--- src/rtl/vslhd_pkg.sv ---
// Shared constants, register codes and pipeline control type of the velocity slew limiter.
package vslhd_pkg;

    localparam int TIME_BITS  = 48;
    localparam int VEL_W      = 16;
    localparam int ACC_W      = 15;
    localparam int RAD_W      = 16;
    localparam int YAW_W      = 11;
    localparam int PITCH_W    = 12;
    localparam int DB_W       = 8;
    localparam int CFG_IDX_W  = 3;
    localparam int CFG_DATA_W = 15;
    localparam int STEP_W     = 16;
    localparam int DT_W       = 32;
    localparam int PROD_W     = ACC_W + DT_W;
    localparam int DEG_W      = 15;
    localparam int HPROD_W    = 31;

    localparam logic [CFG_IDX_W-1:0] REG_MAX_FORWARD   = 3'd0;
    localparam logic [CFG_IDX_W-1:0] REG_MAX_BACKWARD  = 3'd1;
    localparam logic [CFG_IDX_W-1:0] REG_MAX_SIDE_BALL = 3'd2;
    localparam logic [CFG_IDX_W-1:0] REG_MAX_YAW       = 3'd3;
    localparam logic [CFG_IDX_W-1:0] REG_ACCEL_FORWARD = 3'd4;
    localparam logic [CFG_IDX_W-1:0] REG_ACCEL_SIDE    = 3'd5;
    localparam logic [CFG_IDX_W-1:0] REG_ACCEL_YAW     = 3'd6;
    localparam logic [CFG_IDX_W-1:0] REG_HEAD_DEADBAND = 3'd7;

    localparam logic [ACC_W-1:0] RST_MAX_FORWARD   = 15'd4096;
    localparam logic [ACC_W-1:0] RST_MAX_BACKWARD  = 15'd614;
    localparam logic [ACC_W-1:0] RST_MAX_SIDE_BALL = 15'd1024;
    localparam logic [ACC_W-1:0] RST_MAX_YAW       = 15'd2458;
    localparam logic [ACC_W-1:0] RST_ACCEL_FORWARD = 15'd4915;
    localparam logic [ACC_W-1:0] RST_ACCEL_SIDE    = 15'd2048;
    localparam logic [ACC_W-1:0] RST_ACCEL_YAW     = 15'd4096;
    localparam logic [DB_W-1:0]  RST_HEAD_DEADBAND = 8'd8;

    localparam logic [DT_W-1:0] FIRST_DT_US = 32'd20000;
    localparam logic [DT_W-1:0] MIN_DT_US   = 32'd1000;

    // accel*dt/1e6 = ((accel*dt) >> 6) / 15625; saturates once the quotient reaches 2^16
    localparam int              Q_SHIFT_W       = PROD_W - 6;
    localparam logic [Q_SHIFT_W-1:0] STEP_SAT_LIMIT = 41'd1024000000;
    localparam logic [30:0]     RECIP_15625     = 31'd1125899907;
    localparam int              RECIP_SHIFT     = 44;
    localparam int              RECIP_PROD_W    = 61;

    localparam logic signed [DEG_W-1:0] DEG_SCALE = 15'sd14668;
    localparam logic signed [DEG_W-1:0] YAW_MIN   = -15'sd800;
    localparam logic signed [DEG_W-1:0] YAW_MAX   = 15'sd800;
    localparam logic signed [DEG_W-1:0] PITCH_MIN = -15'sd320;
    localparam logic signed [DEG_W-1:0] PITCH_MAX = 15'sd1360;

    typedef struct packed {
        logic ld2;
        logic ld3;
        logic ld4;
        logic ld5;
        logic fire2;
        logic fire4;
        logic fire5;
    } pipe_ctrl_t;

endpackage

--- src/rtl/vslhd_step_unit.sv ---
// Slew step unit: floor(accel * dt / 1e6) saturated to 16 bits, over two pipeline stages.
module vslhd_step_unit (
    input  logic                          aclk,
    input  vslhd_pkg::pipe_ctrl_t         ctrl,
    input  logic [vslhd_pkg::ACC_W-1:0]   accel,
    input  logic [vslhd_pkg::DT_W-1:0]    dt,
    input  logic                          dt_big,
    output logic [vslhd_pkg::STEP_W-1:0]  step
);
    import vslhd_pkg::*;

    logic [PROD_W-1:0]       prod_next;
    logic [PROD_W-1:0]       prod_reg;
    logic                    big_reg;
    logic [Q_SHIFT_W-1:0]    scaled;
    logic                    sat;
    logic [RECIP_PROD_W-1:0] recip_prod;
    logic [STEP_W-1:0]       step_next;
    logic [STEP_W-1:0]       step_reg;

    assign prod_next = PROD_W'(accel) * PROD_W'(dt);

    always_ff @(posedge aclk) begin
        if (ctrl.ld3) begin
            prod_reg <= prod_next;
            big_reg  <= dt_big;
        end
    end

    // divide by 15625 through a reciprocal; exact for the 30-bit range left after saturation
    always_comb begin
        scaled     = prod_reg[PROD_W-1:6];
        sat        = (scaled >= STEP_SAT_LIMIT) || (big_reg && (|prod_reg));
        recip_prod = RECIP_PROD_W'(scaled[29:0]) * RECIP_PROD_W'(RECIP_15625);
        step_next  = sat ? '1 : recip_prod[RECIP_SHIFT+STEP_W-1:RECIP_SHIFT];
    end

    always_ff @(posedge aclk) begin
        if (ctrl.ld4) begin
            step_reg <= step_next;
        end
    end

    assign step = step_reg;

endmodule

--- config.mk ---
export PLATFORM = sky130hd
export DESIGN_NAME = vslhd_step_unit
export DESIGN_NICKNAME = d
export VERILOG_FILES = /design/src/rtl/vslhd_pkg.sv /design/src/rtl/vslhd_step_unit.sv
export SDC_FILE = /design/constraint.sdc
export NUM_CORES = 2
export LEC_CHECK = 0
export BUFFER_PORTS_ARGS = -buffer_cell sky130_fd_sc_hd__buf_2
export CORE_UTILIZATION = 60
export CTS_BUF_LIST = sky130_fd_sc_hd__clkbuf_4
export CTS_CLUSTER_DIAMETER = 200
export DETAILED_ROUTE_END_ITERATION = 6
export PLACE_DENSITY = 0.77
export SYNTH_ARGS = -nofsm -noshare
export SYNTH_HDL_FRONTEND = slang
export SYNTH_SLANG_ARGS = --single-unit
export TNS_END_PERCENT = 1
--- constraint.sdc ---
create_clock -name aclk -period 22.1 [get_ports aclk]
set_clock_uncertainty 0.15 [all_clocks]
set_input_delay 1.105 -clock aclk [delete_from_list [all_inputs] [get_ports aclk]]
set_output_delay 1.105 -clock aclk [all_outputs]
set_load 0.1 [all_outputs]
==> results.md <==
- Outcome: completed
- Post-CTS Hold Buffers: 0
- Final #Nets: 4,501
- Die area: 53,400 sq um
- Req. time, crit path: 22.16 ns
- Rel. slew slack: 27.5%
- Largest net degree at the start of global routing: 49
- Async set-or-reset flop fraction in the synthesized netlist: 0%
- Clock Latency Late Sink: 0.44 ns
- Post-synth top area share: 44.4%
- Critical path peak fanout: 8
- Fillers: 4,256
- Crit. End Element: register
- Most common cell in the netlist: inv_1
- GP Congestion: 0.979
- Fin crit share: 37.1%
- Via count: 21,920
- Drt wl/cell: 18.6 um
- Post-synthesis cell count: 3,306
- Post-route setup TNS: 0 ns
- Top FF cell, synth: edfxtp_1
- Cell taking the most area after synthesis: fa_1
- DP Wirelength: 63.4 mm
- Max-Cap Viols: 0
- Layout cells sized above 1: 3.37%
- I/O pin cnt: 72
- WL final: 73.7 mm
- Synth warn: 0
- DRC: 0
- Area of the core: 51,600 sq um
- Pre-antenna DRT Iters: 5
- Post-synth EDFFs: 64
- Final Max Slew Viols: 0
- Clock root cell: clkbuf_4
- Detail Route Antenna Nets: 0
- Setup crit start kind: register
- Seq/Total Area, Yosys: 6.10%
- Placed cell count: 3,957
- RSZ-0062 raised after global routing: no
- Synth Area per Inst: 9.52 sq um
- Slew @ Worst Pin: 1.07 ns
- Number of port buffers: 66
- CTS tree: yes
- Critical path class: register to register
- Total CTS buffers: 9
- Row count: 83
- Cell Area, Synth: 31,500 sq um
- Sink Count: 64
- Vias in the first global route: 23,462
- Clk slew on worst S/H paths: 0.13 ns
- Fmax: 122 MHz
- Post-CTS Setup Inserts: 0
- Bufs on Longest Clock Path: 2
- GRT overflow: 0
- Yosys cell types: 69
- Mapped Nets: 4,519
- Final setup fails: 0
- Die Wd: 231 um
- CTS H-tree depth: 3
- Post-CTS Resized: 0
- Top post-synthesis cells by area: fa_1, ha_1, inv_1
- Global-route wire length before repair: 121 mm
- GRT Overall Usage: 29.2%
- Final Hold Fails: 0
- Die Height: 231 um
- Largest register FFs: 47
- Area Growth Syn to Fin: 3.03%
- Worst Hold Class: input port to register
- Routed vias/inst: 5.52
- Initial antenna violation count: 3
- Final min period: 8.21 ns
- Post-route insts no fill: 3,973
- Most common library cells after synthesis: inv_1, fa_1, ha_1
- Yosys reg bits: 64
- Initial core utilization: 61.0%
- DR iter-0 viols: 1,317
- Critical Path AT: 8.27 ns
==> metrics by stage <==
stage                     hold slack, ns  setup slack, ns  util (%)  cell area, sq um
final                              0.687            13.89      62.8             32400
after global placement             0.760            14.02      62.6             32300
after detailed placement           0.753            13.95      62.6             32300
after global routing               0.661            13.71      62.8             32400
after floorplan                    0.513            15.07         -             31500
after CTS                          0.630            13.97      62.8             32400
==> logic make-up after synthesis <==
logic type / synth area share (%)
mux: 0.0358
xor+xnor: 1.64
flops: 6.10
fa+ha+maj: 62.6
compound gates: 6.04
simple gates: 11.8
buf+inv: 11.8
==> layer usage <==
metal,vias up,track usage (%),part of all wire [%]
met5,-,0,0.031
met4,4,8.61,2.8
met3,113,5.56,7.8
met2,761,48.8,48
met1,11062,38.8,41
li1,9980,-,-
==> worst max-delay path, stage by stage, from the launching register on <==
cell       delay, ns
edfxtp_1        0.66
fa_1            0.51
inv_1           0.18
fa_1            0.52
fa_1            0.51
inv_1           0.05
fa_1            0.43
fa_1            0.52
fa_1            0.50
fa_1            0.49
inv_1           0.05
fa_1            0.49
inv_1           0.04
ha_1            0.33
and3_1          0.25
nand4_1         0.15
a2111oi_0       0.11
o41ai_1         0.99
a31oi_1         0.34
o21ai_0         0.38
a21oi_1         0.11
nand3b_1        0.19
==> worst paths after layout <==
kind                              startpoint        to  slack [ns]  cells past startpoint
worst max-delay path            prod_reg[12]  step[15]       13.89                     21
worst min-delay path                  dt_big   big_reg        0.69                      1
worst max register to register  prod_reg[12]  step[15]       13.89                     21
worst min register to register       big_reg  step[12]        0.75                      5
==> area by class of cell <==
class	count	area, sq um	share of cell area [%]
Timing Repair Buffer	67	338	1.04
Clock inverter	6	61.3	0.189
Sequential cell	64	1920	5.93
Clock buffer	9	67.6	0.208
Antenna cell	1	2.50	0.00772
Tap cell	680	851	2.62
Multi-Input combinational cell	2254	25800	79.7
Inverter	892	3350	10.3
==> placed cells by master, fill, tap and decap left out, drive strengths merged, types with 11 or more instances in the layout <==
master  synthesis  routed
a21o           44      44
a21oi         111     111
a31oi          16      16
and2          231     231
buf             2      67
edfxtp         64      64
fa            698     698
ha            459     459
inv           892     892
nand2         328     328
nand3          33      33
nand4          28      28
nor2           47      47
nor3           11      11
o21ai          55      55
o21bai         11      11
or3            11      11
xnor2          34      34
xor2           25      25
Power is left out: the tool's default activity adds up to more than one toggle a clock period on the data nets, which glitch-free logic cannot reach.
