## src/rtl/vslhd_pkg.sv

```systemverilog
// Shared constants, register codes and pipeline control type of the velocity slew limiter.
package vslhd_pkg;

    localparam int TIME_BITS  = 48;
    localparam int VEL_W      = 16;
    localparam int ACC_W      = 15;
    localparam int RAD_W      = 16;
    localparam int YAW_W      = 11;
    localparam int PITCH_W    = 12;
    localparam int DB_W       = 8;
    localparam int CFG_IDX_W  = 3;
    localparam int CFG_DATA_W = 15;
    localparam int STEP_W     = 16;
    localparam int DT_W       = 32;
    localparam int PROD_W     = ACC_W + DT_W;
    localparam int DEG_W      = 15;
    localparam int HPROD_W    = 31;

    localparam logic [CFG_IDX_W-1:0] REG_MAX_FORWARD   = 3'd0;
    localparam logic [CFG_IDX_W-1:0] REG_MAX_BACKWARD  = 3'd1;
    localparam logic [CFG_IDX_W-1:0] REG_MAX_SIDE_BALL = 3'd2;
    localparam logic [CFG_IDX_W-1:0] REG_MAX_YAW       = 3'd3;
    localparam logic [CFG_IDX_W-1:0] REG_ACCEL_FORWARD = 3'd4;
    localparam logic [CFG_IDX_W-1:0] REG_ACCEL_SIDE    = 3'd5;
    localparam logic [CFG_IDX_W-1:0] REG_ACCEL_YAW     = 3'd6;
    localparam logic [CFG_IDX_W-1:0] REG_HEAD_DEADBAND = 3'd7;

    localparam logic [ACC_W-1:0] RST_MAX_FORWARD   = 15'd4096;
    localparam logic [ACC_W-1:0] RST_MAX_BACKWARD  = 15'd614;
    localparam logic [ACC_W-1:0] RST_MAX_SIDE_BALL = 15'd1024;
    localparam logic [ACC_W-1:0] RST_MAX_YAW       = 15'd2458;
    localparam logic [ACC_W-1:0] RST_ACCEL_FORWARD = 15'd4915;
    localparam logic [ACC_W-1:0] RST_ACCEL_SIDE    = 15'd2048;
    localparam logic [ACC_W-1:0] RST_ACCEL_YAW     = 15'd4096;
    localparam logic [DB_W-1:0]  RST_HEAD_DEADBAND = 8'd8;

    localparam logic [DT_W-1:0] FIRST_DT_US = 32'd20000;
    localparam logic [DT_W-1:0] MIN_DT_US   = 32'd1000;

    // accel*dt/1e6 = ((accel*dt) >> 6) / 15625; saturates once the quotient reaches 2^16
    localparam int              Q_SHIFT_W       = PROD_W - 6;
    localparam logic [Q_SHIFT_W-1:0] STEP_SAT_LIMIT = 41'd1024000000;
    localparam logic [30:0]     RECIP_15625     = 31'd1125899907;
    localparam int              RECIP_SHIFT     = 44;
    localparam int              RECIP_PROD_W    = 61;

    localparam logic signed [DEG_W-1:0] DEG_SCALE = 15'sd14668;
    localparam logic signed [DEG_W-1:0] YAW_MIN   = -15'sd800;
    localparam logic signed [DEG_W-1:0] YAW_MAX   = 15'sd800;
    localparam logic signed [DEG_W-1:0] PITCH_MIN = -15'sd320;
    localparam logic signed [DEG_W-1:0] PITCH_MAX = 15'sd1360;

    typedef struct packed {
        logic ld2;
        logic ld3;
        logic ld4;
        logic ld5;
        logic fire2;
        logic fire4;
        logic fire5;
    } pipe_ctrl_t;

endpackage

```

## src/rtl/vslhd_timing.sv

```systemverilog
// Time-delta stage: derives dt from the previous walk timestamp and tracks timing history.
module vslhd_timing (
    input  logic                            aclk,
    input  logic                            aresetn,
    input  vslhd_pkg::pipe_ctrl_t           ctrl,
    input  logic                            walk,
    input  logic [vslhd_pkg::TIME_BITS-1:0] timestamp,
    output logic [vslhd_pkg::DT_W-1:0]      dt,
    output logic                            dt_big
);
    import vslhd_pkg::*;

    logic [TIME_BITS-1:0] prev_time_reg;
    logic                 time_seen_reg;
    logic [TIME_BITS-1:0] diff;
    logic [63:0]          diff_wide;
    logic [DT_W-1:0]      dt_next;
    logic                 big_next;
    logic [DT_W-1:0]      dt_reg;
    logic                 big_reg;

    always_comb begin
        diff      = timestamp - prev_time_reg;
        diff_wide = 64'(diff);
        dt_next   = FIRST_DT_US;
        big_next  = 1'b0;
        priority if (!time_seen_reg) begin
            dt_next = FIRST_DT_US;
        end else if (timestamp < prev_time_reg) begin
            dt_next = MIN_DT_US;
        end else if (|diff_wide[63:DT_W]) begin
            // flag deltas of 2^32 us or more; the step unit saturates them
            dt_next  = '1;
            big_next = 1'b1;
        end else if (diff_wide[DT_W-1:0] < MIN_DT_US) begin
            dt_next = MIN_DT_US;
        end else begin
            dt_next = diff_wide[DT_W-1:0];
        end
    end

    always_ff @(posedge aclk) begin
        if (!aresetn) begin
            prev_time_reg <= '0;
            time_seen_reg <= 1'b0;
        end else if (ctrl.fire2 && walk) begin
            prev_time_reg <= timestamp;
            time_seen_reg <= 1'b1;
        end
    end

    always_ff @(posedge aclk) begin
        if (ctrl.ld2) begin
            dt_reg  <= dt_next;
            big_reg <= big_next;
        end
    end

    assign dt     = dt_reg;
    assign dt_big = big_reg;

endmodule

```

## config.mk

```make
export PLATFORM = sky130hd
export DESIGN_NAME = vslhd_timing
export DESIGN_NICKNAME = d
export VERILOG_FILES = /design/src/rtl/vslhd_pkg.sv /design/src/rtl/vslhd_timing.sv
export SDC_FILE = /design/constraint.sdc
export NUM_CORES = 1
export LEC_CHECK = 0
export ABC_CLOCK_PERIOD_IN_PS = 3400
export BUFFER_PORTS_ARGS = -buffer_cell sky130_fd_sc_hd__clkbuf_2
export CORE_UTILIZATION = 54
export CTS_CLUSTER_SIZE = 12
export DETAILED_ROUTE_END_ITERATION = 8
export GPL_TIMING_DRIVEN = 0
export PLACE_DENSITY = 0.87
export SYNTH_ARGS = -nofsm -noshare
export SYNTH_HDL_FRONTEND = slang
export SYNTH_SLANG_ARGS = --single-unit
```

## constraint.sdc

```tcl
create_clock -name aclk -period 3.4 [get_ports aclk]
set_clock_uncertainty 0.05 [all_clocks]
set_input_delay 0.34 -clock aclk [delete_from_list [all_inputs] [get_ports aclk]]
set_output_delay 0.34 -clock aclk [all_outputs]
set_load 0.02 [all_outputs]
```

==> results.json <==
{
  "syn_avg_cell_area_um2": 7.73,
  "synth_most_common_cell": "nand2_1",
  "tightest_slew_ps": 767,
  "cts-buffers-inserted": 9,
  "gr-total-overflow": 0,
  "cts_tree": "done",
  "wl_per_cell_um": 16.6,
  "fin_crit_ps": 3590,
  "status": "finished, violations left",
  "htreeDepth": 3,
  "yosys-top-cells-count": "nand2_1, inv_1, a21oi_1",
  "final_util": 0.669,
  "dp.cells": 1126,
  "dp_hpwl_mm": 14.8,
  "worst_slack_ps": -194,
  "setup_tns_ps": -5330,
  "critPathLaunchType": "flop",
  "violations": "setup timing",
  "synth.distinct_cells": 73,
  "drc_errors": 0,
  "antenna_found_initial": 0,
  "cts_buffer_depth": 2,
  "crit_arrival_ps": 3630,
  "antenna_cells": 0,
  "synth_enable_flop_cells": 33,
  "insertion_delay_ps": 350,
  "synth_area_leaders": "edfxtp_1, dfxtp_1, nand2_1",
  "gp_congestion": 0.962,
  "pwr-share-comb": 0.324,
  "ant_nets": 0,
  "yosysSeqAreaShare": 0.292,
  "final_nets": 1079,
  "clkPwrFrac": 0.336,
  "cts.sinks": 82,
  "timing.hold.worst.class": "input port to flop",
  "area_delta_synth_final_pct": 19.8,
  "synth_area_mm2": 0.00676,
  "ios": 91,
  "clk_pin_slew_ps": 60,
  "slew_headroom": 0.489,
  "drive_above_1_share": 0.210,
  "syn_nets": 981,
  "switching_share": 0.343,
  "hold_viol": 0,
  "grt_pass1_vias": 6296,
  "die_h_um": 114,
  "synth_seq_cells": 82,
  "slew_viol_final": 0,
  "fillCellCount": 1065,
  "synth_top_area_frac": 0.147,
  "hold_slack_ps": 183,
  "core_mm2": 0.0121,
  "synth_cells": 874,
  "power_switching_w": 0.00111,
  "synthArstFlopShare": 0,
  "p_per_area_mw_per_mm2": 398,
  "finalSetupViolCount": 33,
  "cts-root-buf": "clkbuf_16",
  "p_int_w": 0.00212,
  "start_util": 0.558,
  "routed_wl_mm": 19.0,
  "finalCritPeriodShare": 1.06,
  "placed_area_mm2": 0.00739,
  "stdcell_count": 1145,
  "crit_path_end_kind": "flop",
  "crit_path_max_fanout": 5,
  "die_area_mm2": 0.0130,
  "clock.fmax_mhz": 278,
  "crit_type": "flop to flop",
  "fin_area_mm2": 0.00810,
  "synth_top_area_cell": "edfxtp_1",
  "ys_warn_count": 0,
  "portBuffers": 84,
  "power.leakage_nw": 3.10,
  "grtUsageTotal": 0.296,
  "synthFlopType": "dfxtp_1",
  "num_vias": 6837,
  "std_cell_rows": 40,
  "max-cap-violations": 0,
  "dr.pass1.iters": 5,
  "critPathRequiredTime_ps": 3430,
  "largest_register_ff_count": 48,
  "vias_per_cell": 5.97,
  "grt_pass1_wl_mm": 30.4,
  "drtIter0Drc": 502,
  "rsz0062_at_grt": "true",
  "grt_max_degree": 34,
  "hold_buffers": 0,
  "peakVddDrop_v": 0.000191,
  "die_x_um": 114,
  "pwr-share-seq": 0.341
}
-- cell families (layout without fill, tap and decap cells) --
family                   after synthesis  count (layout)  synth area share
AO/OA/AOI/OAI                        273             273             0.280
XOR/XNOR                              34              34            0.0441
adder cells (fa/ha/maj)               49              49            0.0918
buffers and inverters                112             215            0.0707
flip-flops                            82              82             0.292
multiplexers                           5               5           0.00777
AND/OR/NAND/NOR                      319             319             0.213
-- power by group through the flow --
stage | registers (W) | clock network (W) | logic (W)
3_5_place_dp | 0.00112 | 0 | 0.000939
6_report | 0.00110 | 0.00108 | 0.00104
5_1_grt | 0.00111 | 0.00112 | 0.00113
2_1_floorplan | 0.00115 | 0 | 0.000643
3_3_place_gp | 0.00112 | 0 | 0.000925
4_1_cts | 0.00110 | 0.00109 | 0.000961
-- final cells by class --
cell class,instances,area [um^2],share of cell area
Inverter,59,221,0.0273
Buffer,40,220,0.0272
Clock buffer,10,239,0.0295
Multi-Input combinational cell,680,4570,0.565
Timing Repair Buffer,100,576,0.0711
Clock inverter,6,86.3,0.0107
Tap cell,168,210,0.0260
Sequential cell,82,1970,0.244
-- final timing paths --
kind         slack [ps]                            from                              to  cells past startpoint
max                -190   prev_time_reg[0]$_SDFFE_PN0P_            dt[21]$_SDFFCE_PP0P_                     15
min                 180                   timestamp[42]  prev_time_reg[42]$_SDFFE_PN0P_                      3
max reg2reg        -190   prev_time_reg[0]$_SDFFE_PN0P_            dt[21]$_SDFFCE_PP0P_                     15
min reg2reg         410  prev_time_reg[13]$_SDFFE_PN0P_  prev_time_reg[13]$_SDFFE_PN0P_                      2
-- metal layers --
| metal | up-vias | track usage | wire length, um |
|---|---|---|---|
| li1 | 3346 | - | - |
| met3 | 59 | 0.0298 | 1160 |
| met5 | - | 0 | 0 |
| met4 | 0 | 0.120 | 693 |
| met1 | 3180 | 0.375 | 8160 |
| met2 | 252 | 0.517 | 8990 |
-- through the flow --
step           worst slack [ps]  power [W]
2_1_floorplan              37.4    0.00179
3_3_place_gp               -565    0.00204
3_5_place_dp               -576    0.00206
4_1_cts                    -246    0.00315
5_1_grt                    -271    0.00336
6_report                   -194    0.00323
-- worst max-delay path, cell delays in order (launching register included) --
cell and delay (ps):
dfxtp_2 330, ha_4 160, fa_2 340, nand2b_4 170, a211oi_4 260, nand2_2 90
a211o_1 320, a311oi_4 270, buf_4 180, o21ai_2 60, xnor2_1 150, nor4_2 290
and4_4 280, buf_6 140, buf_4 140, a31oi_1 90
-- cells in the final DEF (no fill, tap or decap), types with 19 or more instances in the layout --
master,count
a21boi_0,49
a21oi_1,49
a31oi_1,27
clkbuf_2,85
dfxtp_1,48
edfxtp_1,33
ha_1,44
inv_1,59
nand2_1,167
nand4_1,28
nor2_1,53
o21ai_0,29
xnor2_1,19
-- what timing repair did --
action                                  4_1_cts  5_1_grt
pin swaps                                    11       15
endpoints found under the setup margin       33       33
setup buffers                                 5        7
resized for setup                            19       46
gates cloned                                  0        4
(Power assumes the default switching activity.)
