--- src/rtl/vslhd_pkg.sv ---
// Shared constants, register codes and pipeline control type of the velocity slew limiter.
package vslhd_pkg;

    localparam int TIME_BITS  = 48;
    localparam int VEL_W      = 16;
    localparam int ACC_W      = 15;
    localparam int RAD_W      = 16;
    localparam int YAW_W      = 11;
    localparam int PITCH_W    = 12;
    localparam int DB_W       = 8;
    localparam int CFG_IDX_W  = 3;
    localparam int CFG_DATA_W = 15;
    localparam int STEP_W     = 16;
    localparam int DT_W       = 32;
    localparam int PROD_W     = ACC_W + DT_W;
    localparam int DEG_W      = 15;
    localparam int HPROD_W    = 31;

    localparam logic [CFG_IDX_W-1:0] REG_MAX_FORWARD   = 3'd0;
    localparam logic [CFG_IDX_W-1:0] REG_MAX_BACKWARD  = 3'd1;
    localparam logic [CFG_IDX_W-1:0] REG_MAX_SIDE_BALL = 3'd2;
    localparam logic [CFG_IDX_W-1:0] REG_MAX_YAW       = 3'd3;
    localparam logic [CFG_IDX_W-1:0] REG_ACCEL_FORWARD = 3'd4;
    localparam logic [CFG_IDX_W-1:0] REG_ACCEL_SIDE    = 3'd5;
    localparam logic [CFG_IDX_W-1:0] REG_ACCEL_YAW     = 3'd6;
    localparam logic [CFG_IDX_W-1:0] REG_HEAD_DEADBAND = 3'd7;

    localparam logic [ACC_W-1:0] RST_MAX_FORWARD   = 15'd4096;
    localparam logic [ACC_W-1:0] RST_MAX_BACKWARD  = 15'd614;
    localparam logic [ACC_W-1:0] RST_MAX_SIDE_BALL = 15'd1024;
    localparam logic [ACC_W-1:0] RST_MAX_YAW       = 15'd2458;
    localparam logic [ACC_W-1:0] RST_ACCEL_FORWARD = 15'd4915;
    localparam logic [ACC_W-1:0] RST_ACCEL_SIDE    = 15'd2048;
    localparam logic [ACC_W-1:0] RST_ACCEL_YAW     = 15'd4096;
    localparam logic [DB_W-1:0]  RST_HEAD_DEADBAND = 8'd8;

    localparam logic [DT_W-1:0] FIRST_DT_US = 32'd20000;
    localparam logic [DT_W-1:0] MIN_DT_US   = 32'd1000;

    // accel*dt/1e6 = ((accel*dt) >> 6) / 15625; saturates once the quotient reaches 2^16
    localparam int              Q_SHIFT_W       = PROD_W - 6;
    localparam logic [Q_SHIFT_W-1:0] STEP_SAT_LIMIT = 41'd1024000000;
    localparam logic [30:0]     RECIP_15625     = 31'd1125899907;
    localparam int              RECIP_SHIFT     = 44;
    localparam int              RECIP_PROD_W    = 61;

    localparam logic signed [DEG_W-1:0] DEG_SCALE = 15'sd14668;
    localparam logic signed [DEG_W-1:0] YAW_MIN   = -15'sd800;
    localparam logic signed [DEG_W-1:0] YAW_MAX   = 15'sd800;
    localparam logic signed [DEG_W-1:0] PITCH_MIN = -15'sd320;
    localparam logic signed [DEG_W-1:0] PITCH_MAX = 15'sd1360;

    typedef struct packed {
        logic ld2;
        logic ld3;
        logic ld4;
        logic ld5;
        logic fire2;
        logic fire4;
        logic fire5;
    } pipe_ctrl_t;

endpackage

--- src/rtl/vslhd_head.sv ---
// Head path: radians to 1/16 degree, clamp, and deadband check against the last sent angles.
module vslhd_head (
    input  logic                                aclk,
    input  logic                                aresetn,
    input  vslhd_pkg::pipe_ctrl_t               ctrl,
    input  logic signed [vslhd_pkg::RAD_W-1:0]  yaw_rad,
    input  logic signed [vslhd_pkg::RAD_W-1:0]  pitch_rad,
    input  logic [vslhd_pkg::DB_W-1:0]          deadband,
    output logic signed [vslhd_pkg::YAW_W-1:0]  yaw_out,
    output logic signed [vslhd_pkg::PITCH_W-1:0] pitch_out,
    output logic                                send
);
    import vslhd_pkg::*;

    logic signed [HPROD_W-1:0] yaw_prod_next;
    logic signed [HPROD_W-1:0] pitch_prod_next;
    logic signed [HPROD_W-1:0] yaw_prod_reg;
    logic signed [HPROD_W-1:0] pitch_prod_reg;
    logic signed [YAW_W-1:0]   yaw_next;
    logic signed [PITCH_W-1:0] pitch_next;
    logic signed [YAW_W-1:0]   yaw_reg;
    logic signed [PITCH_W-1:0] pitch_reg;
    logic signed [YAW_W-1:0]   sent_yaw_reg;
    logic signed [PITCH_W-1:0] sent_pitch_reg;
    logic signed [12:0]        yaw_diff;
    logic signed [12:0]        pitch_diff;
    logic [12:0]               yaw_abs;
    logic [12:0]               pitch_abs;
    logic                      send_next;
    logic signed [YAW_W-1:0]   yaw_out_reg;
    logic signed [PITCH_W-1:0] pitch_out_reg;
    logic                      send_reg;

    // round to nearest, ties away from zero
    function automatic logic signed [DEG_W-1:0] to_deg16(input logic signed [HPROD_W-1:0] prod);
        logic [HPROD_W-1:0] mag;
        logic [DEG_W-1:0]   q;
        mag = prod[HPROD_W-1] ? HPROD_W'(-prod) : HPROD_W'(prod);
        q   = DEG_W'((mag + HPROD_W'(32768)) >> 16);
        return prod[HPROD_W-1] ? -$signed(q) : $signed(q);
    endfunction

    function automatic logic signed [DEG_W-1:0] clamp_deg(input logic signed [DEG_W-1:0] v,
                                                          input logic signed [DEG_W-1:0] lo,
                                                          input logic signed [DEG_W-1:0] hi);
        priority if (v < lo) begin
            return lo;
        end else if (v > hi) begin
            return hi;
        end else begin
            return v;
        end
    endfunction

    assign yaw_prod_next   = HPROD_W'(yaw_rad) * HPROD_W'(DEG_SCALE);
    assign pitch_prod_next = HPROD_W'(pitch_rad) * HPROD_W'(DEG_SCALE);

    always_ff @(posedge aclk) begin
        if (ctrl.ld2) begin
            yaw_prod_reg   <= yaw_prod_next;
            pitch_prod_reg <= pitch_prod_next;
        end
    end

    assign yaw_next   = YAW_W'(clamp_deg(to_deg16(yaw_prod_reg), YAW_MIN, YAW_MAX));
    assign pitch_next = PITCH_W'(clamp_deg(to_deg16(pitch_prod_reg), PITCH_MIN, PITCH_MAX));

    always_ff @(posedge aclk) begin
        if (ctrl.ld3) begin
            yaw_reg   <= yaw_next;
            pitch_reg <= pitch_next;
        end
    end

    always_comb begin
        yaw_diff   = 13'(yaw_reg) - 13'(sent_yaw_reg);
        pitch_diff = 13'(pitch_reg) - 13'(sent_pitch_reg);
        yaw_abs    = 13'(yaw_diff[12] ? -yaw_diff : yaw_diff);
        pitch_abs  = 13'(pitch_diff[12] ? -pitch_diff : pitch_diff);
        send_next  = (yaw_abs >= 13'(deadband)) || (pitch_abs >= 13'(deadband));
    end

    always_ff @(posedge aclk) begin
        if (!aresetn) begin
            sent_yaw_reg   <= '0;
            sent_pitch_reg <= '0;
        end else if (ctrl.fire4 && send_next) begin
            sent_yaw_reg   <= yaw_reg;
            sent_pitch_reg <= pitch_reg;
        end
    end

    always_ff @(posedge aclk) begin
        if (ctrl.ld4) begin
            yaw_out_reg   <= yaw_reg;
            pitch_out_reg <= pitch_reg;
            send_reg      <= send_next;
        end
    end

    assign yaw_out   = yaw_out_reg;
    assign pitch_out = pitch_out_reg;
    assign send      = send_reg;

endmodule

--- config.mk ---
export PLATFORM = sky130hd
export DESIGN_NAME = vslhd_head
export DESIGN_NICKNAME = d
export VERILOG_FILES = /design/src/rtl/vslhd_pkg.sv /design/src/rtl/vslhd_head.sv
export SDC_FILE = /design/constraint.sdc
export NUM_CORES = 1
export LEC_CHECK = 0
export BUFFER_PORTS_ARGS = -buffer_cell sky130_fd_sc_hd__buf_4
export CAP_MARGIN = 25
export CORE_MARGIN = 8
export CORE_UTILIZATION = 39
export DETAILED_ROUTE_END_ITERATION = 8
export PLACE_DENSITY_LB_ADDON = 0.2
export SYNTH_ARGS = -nofsm -noshare
export SYNTH_HDL_FRONTEND = slang
export SYNTH_SLANG_ARGS = --single-unit
--- constraint.sdc ---
create_clock -name aclk -period 5.8 [get_ports aclk]
set_input_delay 0.87 -clock aclk [delete_from_list [all_inputs] [get_ports aclk]]
set_output_delay 0.87 -clock aclk [all_outputs]
set_load 0.03 [all_outputs]
==> metrics.md, run 1 <==
| Metric | Value |
|---|---|
| R2R Path Start | pitch_reg[0] |
| WL/cell | 14.5 um |
| Worst Setup End Kind | flop |
| Setup CP Type | reg2reg |
| Die Y | 231 um |
| Pleak | 9.08 nW |
| Synth area leaders | edfxtp_1, ha_1, fa_1 |
| Crit Path Max Fanout | 23 |
| Port bufs | 69 |
| CP required | 6.10 ns |
| Hold_sp | sent_yaw_reg[5] |
| Vias in the first global route | 13,938 |
| Mapped cell area | 17,900 sq um |
| Prevailing post-synth register cell | edfxtp_1 |
| Switch Pwr | 5.56 mW |
| Synth cell count leaders | inv_1, ha_1, fa_1, nand2_1, xnor2_1 |
| Sequential-to-total area share from yosys stat | 0.201 |
| Clk buf depth | 2 |
| Area grow syn2layout | 12.8% |
| DRC | 0 |
| Placer congestion estimate | 0.834 |
| Distinct cells, synth | 98 |
| CTS root buf | clkbuf_16 |
| Syn Nets | 2,399 |
| Comb power frac | 0.746 |
| Reg2reg path depth | 27 |
| IR drop worst, VDD | 311 uV |
| CP dominant cell by count | nor2b_1 |
| Antenna-violating nets left | 0 |
| Fmax | 179 MHz |
| Largest net degree at the start of global routing | 59 |
| Worst reg2reg setup slack | 0.21 ns |
| Layout cells sized above 1 | 0.121 |
| First-pass GRT wire length | 66,500 um |
| Die X | 231 um |
| Switching share of total power | 0.477 |
| Simple-Gate Fraction of Synth Area | 0.151 |
| Total grt overflow | 0 |
| # rows | 78 |
| Sequential Power Share | 0.169 |
| Post-Synth XOR/XNOR Area | 0.0784 |
| Relative slew slack | 0.373 |
| Worst skew pair latency | 0.43 ns |
| Synth Area in Adders | 0.317 |
| PwrDens | 576 nW/um^2 |
| Clock sink count | 128 |
| Via count | 13,826 |
| Final worst setup slack | 0.210 ns |
| Routed WL | 39,200 um |
| # H-tree levels | 4 |
| Largest family of logic cells by synthesized area | adder cells |
| Setup violations, final | 0 |
| Most numerous cell in the Yosys netlist | inv_1 |
| CTS tree | yes |
| Post-synth EDFFs | 105 |
| Drt pass-1 iters | 5 |
| Area leader, netlist | edfxtp_1 |
| Worst EP arrival | 5.89 ns |
| Hold Path Class | reg2reg |
| Antenna violations before repair | 0 |
| Cts bufs inserted | 17 |
| Fin crit share | 0.964 |
| Drt initial violations | 749 |
| Final Skew | 0.0156 ns |
| Outcome | finished, final reports clean |
| Max-Cap Viols | 0 |
| RR Endpoint | sent_yaw_reg[4] |
| Share of the synthesized area in the top cell type | 0.176 |
| Total GRT Usage | 0.147 |
| Cells after synthesis | 1,974 |
| Core area | 45,400 sq um |
| Mux share of post-synthesis cell area | 0.0241 |
| Post-route minimum period | 5.59 ns |
| Dpl hpwl | 32,500 um |
| Hold Worst Slack | 0.456 ns |
| Synth Register Bits | 128 |
| Final Hold Fails | 0 |
| ANT cells | 0 |
| Post-CTS Hold Buffers | 0 |
| Actual slew at the worst max-slew pin | 0.928 ns |
| Clock share of power | 0.085 |
| Hold endpoint | sent_yaw_reg[5] |
| Ports | 73 |
| Starting Density | 0.395 |
| CP startpoint kind | flop |
| Post-synthesis compound-gate area fraction | 0.147 |
| Ys async rst share | 0 |
| Fin nets | 2,508 |
| Fin. max-slew vios | 0 |
| Via density | 5.13 |
| Crit path max-delay cell type | or4_1 |
| Synth Warn # | 0 |
| Pre-CTS setup slack | -0.327 ns |
| WHS Path Cells | 2 |
| CP max stage delay | 0.44 ns |
| Int Pwr | 6.10 mW |
| Die area | 53,100 sq um |
| Post-Route Utilization | 0.446 |
| Syn Area/Cell | 9.09 sq um |
| CTS clk-pin slew, worst paths | 0.07 ns |
-- cells by family (layout without fill, tap and decap cells) --
logic type                 Yosys count  count (layout)
buffers and inverters              383             505
muxes                               42              42
xor gates and xnor gates           159             159
adders and majority gates          376             376
and+or+nand+nor                    514             514
DFF                                128             128
AOI/OAI and AO/OA                  372             372
-- how the worst max path moves through the flow --
stage                          to  slack (ns)               from
2_1_floorplan  pitch_prod_reg[27]       0.007       pitch_rad[3]
3_3_place_gp   pitch_prod_reg[27]       -0.26       pitch_rad[3]
3_5_place_dp   pitch_prod_reg[27]       -0.33       pitch_rad[5]
4_1_cts              pitch_reg[6]        0.05  pitch_prod_reg[6]
5_1_grt         sent_pitch_reg[1]       -0.14       pitch_reg[0]
6_report          sent_yaw_reg[4]        0.21       pitch_reg[0]
-- layout make-up --
| class | count | area, sq um |
|---|---|---|
| Clock buffer | 21 | 450 |
| Clock inverter | 11 | 92.6 |
| Fill cell | 4456 | 25100 |
| Inverter | 322 | 1210 |
| Multi-Input combinational cell | 1463 | 13000 |
| Sequential cell | 128 | 3610 |
| Tap cell | 600 | 751 |
| Timing Repair Buffer | 151 | 1150 |
-- per-stage QoR --
step                power (mW)  TNS [ns]  std cells  area [sq um]
finish                    11.7         0       2696         20200
global route              12.9     -2.80       2696         20200
CTS                       11.6         0       2694         20200
detailed placement        10.5    -0.781       2662         19600
global placement          10.4    -0.409       2662         19600
floorplan                 8.41         0       1974         18000
-- critical path, delay by kind of cell, from the launching register on --
family / cells / cell delay, ns
DFF: 1 / 0.41
adders and majority gates: 3 / 0.86
muxes: 2 / 0.46
AOI/OAI and AO/OA: 12 / 2.26
and+or+nand+nor: 6 / 0.93
buffers and inverters: 4 / 0.53
-- timing repair --
| action | 4_1_cts | 5_1_grt |
|---|---|---|
| pin swaps | 0 | 6 |
| endpoints found under the setup margin | 23 | 33 |
| setup buffers | 0 | 2 |
| gates resized for setup | 1 | 18 |
-- routing by layer --
layer	track usage	vias up	share of wire
li1	-	7107	-
met1	0.194	6525	0.49
met2	0.254	161	0.47
met3	0.0177	33	0.024
met4	0.0354	0	0.013
met5	0	-	0
-- power groups by stage --
stage | clock network, mW | logic [mW] | registers (mW)
6_report | 0.995 | 8.70 | 1.97
5_1_grt | 1.06 | 9.82 | 2.02
4_1_cts | 1.02 | 8.63 | 1.97
3_5_place_dp | 0 | 8.56 | 1.98
3_3_place_gp | 0 | 8.40 | 1.97
2_1_floorplan | 0 | 6.59 | 1.82
-- cells in the final DEF, fill, tap and decap left out, types with 8 or more instances in the layout --
cell,netlist,layout
nor2b_1,18,18
edfxtp_1,105,105
dfxtp_1,23,23
o21a_1,16,16
nor4_1,13,13
or4_1,10,9
buf_4,3,150
xor2_1,44,43
xnor2_1,113,112
and3_1,22,22
o31ai_1,21,19
inv_1,320,320
mux2i_1,35,35
and2_1,13,13
a21oi_1,79,77
nand4_1,29,29
nand3_1,44,44
or3_1,19,19
a211oi_1,13,13
o31a_1,9,9
a41oi_1,10,8
ha_1,244,242
nor3_1,51,51
nand2b_1,20,20
nand2_1,127,127
o21ai_0,67,65
fa_1,132,132
clkbuf_16,0,17
or2_2,19,19
nor2_1,88,88
o41ai_1,9,9
a31oi_1,18,18
a21o_1,23,23
Note: power is estimated with default switching activity, not from simulation.
==> run 2, diff against run 1 <==
- CTS_BUF_LIST: not set -> sky130_fd_sc_hd__clkbuf_8
==> metrics.md, run 2 (synthesized netlist as in run 1, its figures left out) <==
| Metric | Value |
|---|---|
| Clock share of power | 0.061 |
| Setup violations, final | 0 |
| Setup CP Type | reg2reg |
| # H-tree levels | 4 |
| Reg2reg path depth | 27 |
| Layout cells sized above 1 | 0.121 |
| CP dominant cell by count | nor2b_1 |
| Core area | 45,400 sq um |
| Worst Setup End Kind | flop |
| Final Hold Fails | 0 |
| Comb power frac | 0.766 |
| PwrDens | 566 nW/um^2 |
| Ports | 73 |
| Int Pwr | 5.85 mW |
| Worst skew pair latency | 0.45 ns |
| Crit path max-delay cell type | or4_1 |
| Fillers | 4,481 |
| Commonest non-fill, non-tap cell in the layout | inv_1 |
| Placer congestion estimate | 0.834 |
| Switch Pwr | 5.52 mW |
| Area after DPL | 19,600 sq um |
| Drt pass-1 iters | 5 |
| Clk buf depth | 2 |
| Die Y | 231 um |
| Post-CTS Hold Buffers | 0 |
| Via density | 5.12 |
| Total grt overflow | 0 |
| Fin. max-slew vios | 0 |
| CP max stage delay | 0.45 ns |
| Non-Filler Instances | 2,696 |
| First-pass GRT wire length | 66,300 um |
| Outcome | finished, final reports clean |
| Fin crit share | 0.969 |
| Hold Path Class | reg2reg |
| Die area | 53,100 sq um |
| Max-Cap Viols | 0 |
| Worst EP arrival | 5.93 ns |
| Pleak | 9.01 nW |
| Clock sink count | 128 |
| Drt initial violations | 745 |
| Largest net degree at the start of global routing | 59 |
| Sequential Power Share | 0.173 |
| Antenna violations before repair | 0 |
| Antenna-violating nets left | 0 |
| Post-route minimum period | 5.62 ns |
| Worst reg2reg setup slack | 0.18 ns |
| Largest delay share family, worst path | compound AO/OA/AOI/OAI gates |
| WHS Path Cells | 2 |
| Area grow syn2layout | 11.8% |
| Critical path depth in cells | 27 |
| CP startpoint kind | flop |
| Fin nets | 2,508 |
| CTS clk-pin slew, worst paths | 0.08 ns |
| Actual slew at the worst max-slew pin | 0.941 ns |
| Total GRT Usage | 0.147 |
| Port bufs | 69 |
| DRC | 0 |
| Vias in the first global route | 13,938 |
| CTS root buf | clkbuf_8 |
| # rows | 78 |
| Design area | 20,100 sq um |
| Relative slew slack | 0.365 |
| Commonest non-fill, non-tap cells in the layout | inv_1, ha_1, buf_4 |
| Die X | 231 um |
| WL/cell | 14.5 um |
| Via count | 13,816 |
| Switching share of total power | 0.486 |
| Dpl hpwl | 32,500 um |
| CTS tree | yes |
| Routed WL | 39,100 um |
| WP buf/inv | 4 |
| Crit Path Max Fanout | 23 |
| Starting Density | 0.395 |
| IR drop worst, VDD | 307 uV |
| CP required | 6.11 ns |
| Fmax | 178 MHz |
| Cells after DPL | 2,662 |
| ANT cells | 0 |
| Cts bufs inserted | 17 |
| Final Skew | 0.0214 ns |
## run 2: metal layers
layer	wire length (um)	vias up	global-route usage
met3	851	29	0.0132
li1	-	7106	-
met4	513	0	0.0396
met1	19300	6510	0.194
met2	18400	171	0.254
met5	0	-	0
## run 2: metrics by stage
stage	utilization	TNS, ns	hold slack [ns]	total power [mW]	setup WS [ns]
2_1_floorplan	-	0	0.435	8.41	0.00693
3_3_place_gp	0.432	-0.409	0.442	10.4	-0.262
3_5_place_dp	0.432	-0.781	0.449	10.5	-0.327
4_1_cts	0.440	0	0.462	11.3	0.0496
5_1_grt	0.442	-2.82	0.479	12.6	-0.141
6_report	0.442	0	0.457	11.4	0.181
## run 2: final cells by class
class / instances / area, sq um / area share
well taps: 600 / 751 / 0.0374
clock inverters: 14 / 104 / 0.00518
clock buffers: 18 / 248 / 0.0123
inverters: 322 / 1210 / 0.0602
flip-flops and latches: 128 / 3610 / 0.180
multi-input cells: 1463 / 13000 / 0.648
repair buffers: 151 / 1150 / 0.0571
## run 2: final timing paths
kind / end / startpoint
worst min register to register: sent_pitch_reg[6] / sent_pitch_reg[6]
worst max-delay path: sent_yaw_reg[3] / pitch_reg[0]
worst max register to register: sent_yaw_reg[3] / pitch_reg[0]
worst min-delay path: sent_pitch_reg[6] / sent_pitch_reg[6]
## run 2: worst reg2reg max path, delay by kind of cell, from the launching register on
kind,cells,cell delay [ns]
compound gates,12,2.26
simple gates,6,0.94
fa+ha+maj,3,0.86
buf+inv,4,0.54
flops,1,0.42
mux,2,0.48
## run 2: what timing repair did
item / in CTS / in global routing
setup endpoints to repair: 23 / 34
buffers inserted: 0 / 2
pin swaps: 0 / 4
resized for setup: 1 / 19
## run 2: power by group through the flow
stage | Sequential (mW) | Combinational, mW | Clock (mW)
finish | 1.97 | 8.71 | 0.693
global route | 2.02 | 9.83 | 0.759
global placement | 1.97 | 8.40 | 0
detailed placement | 1.98 | 8.56 | 0
floorplan | 1.82 | 6.59 | 0
CTS | 1.96 | 8.63 | 0.730
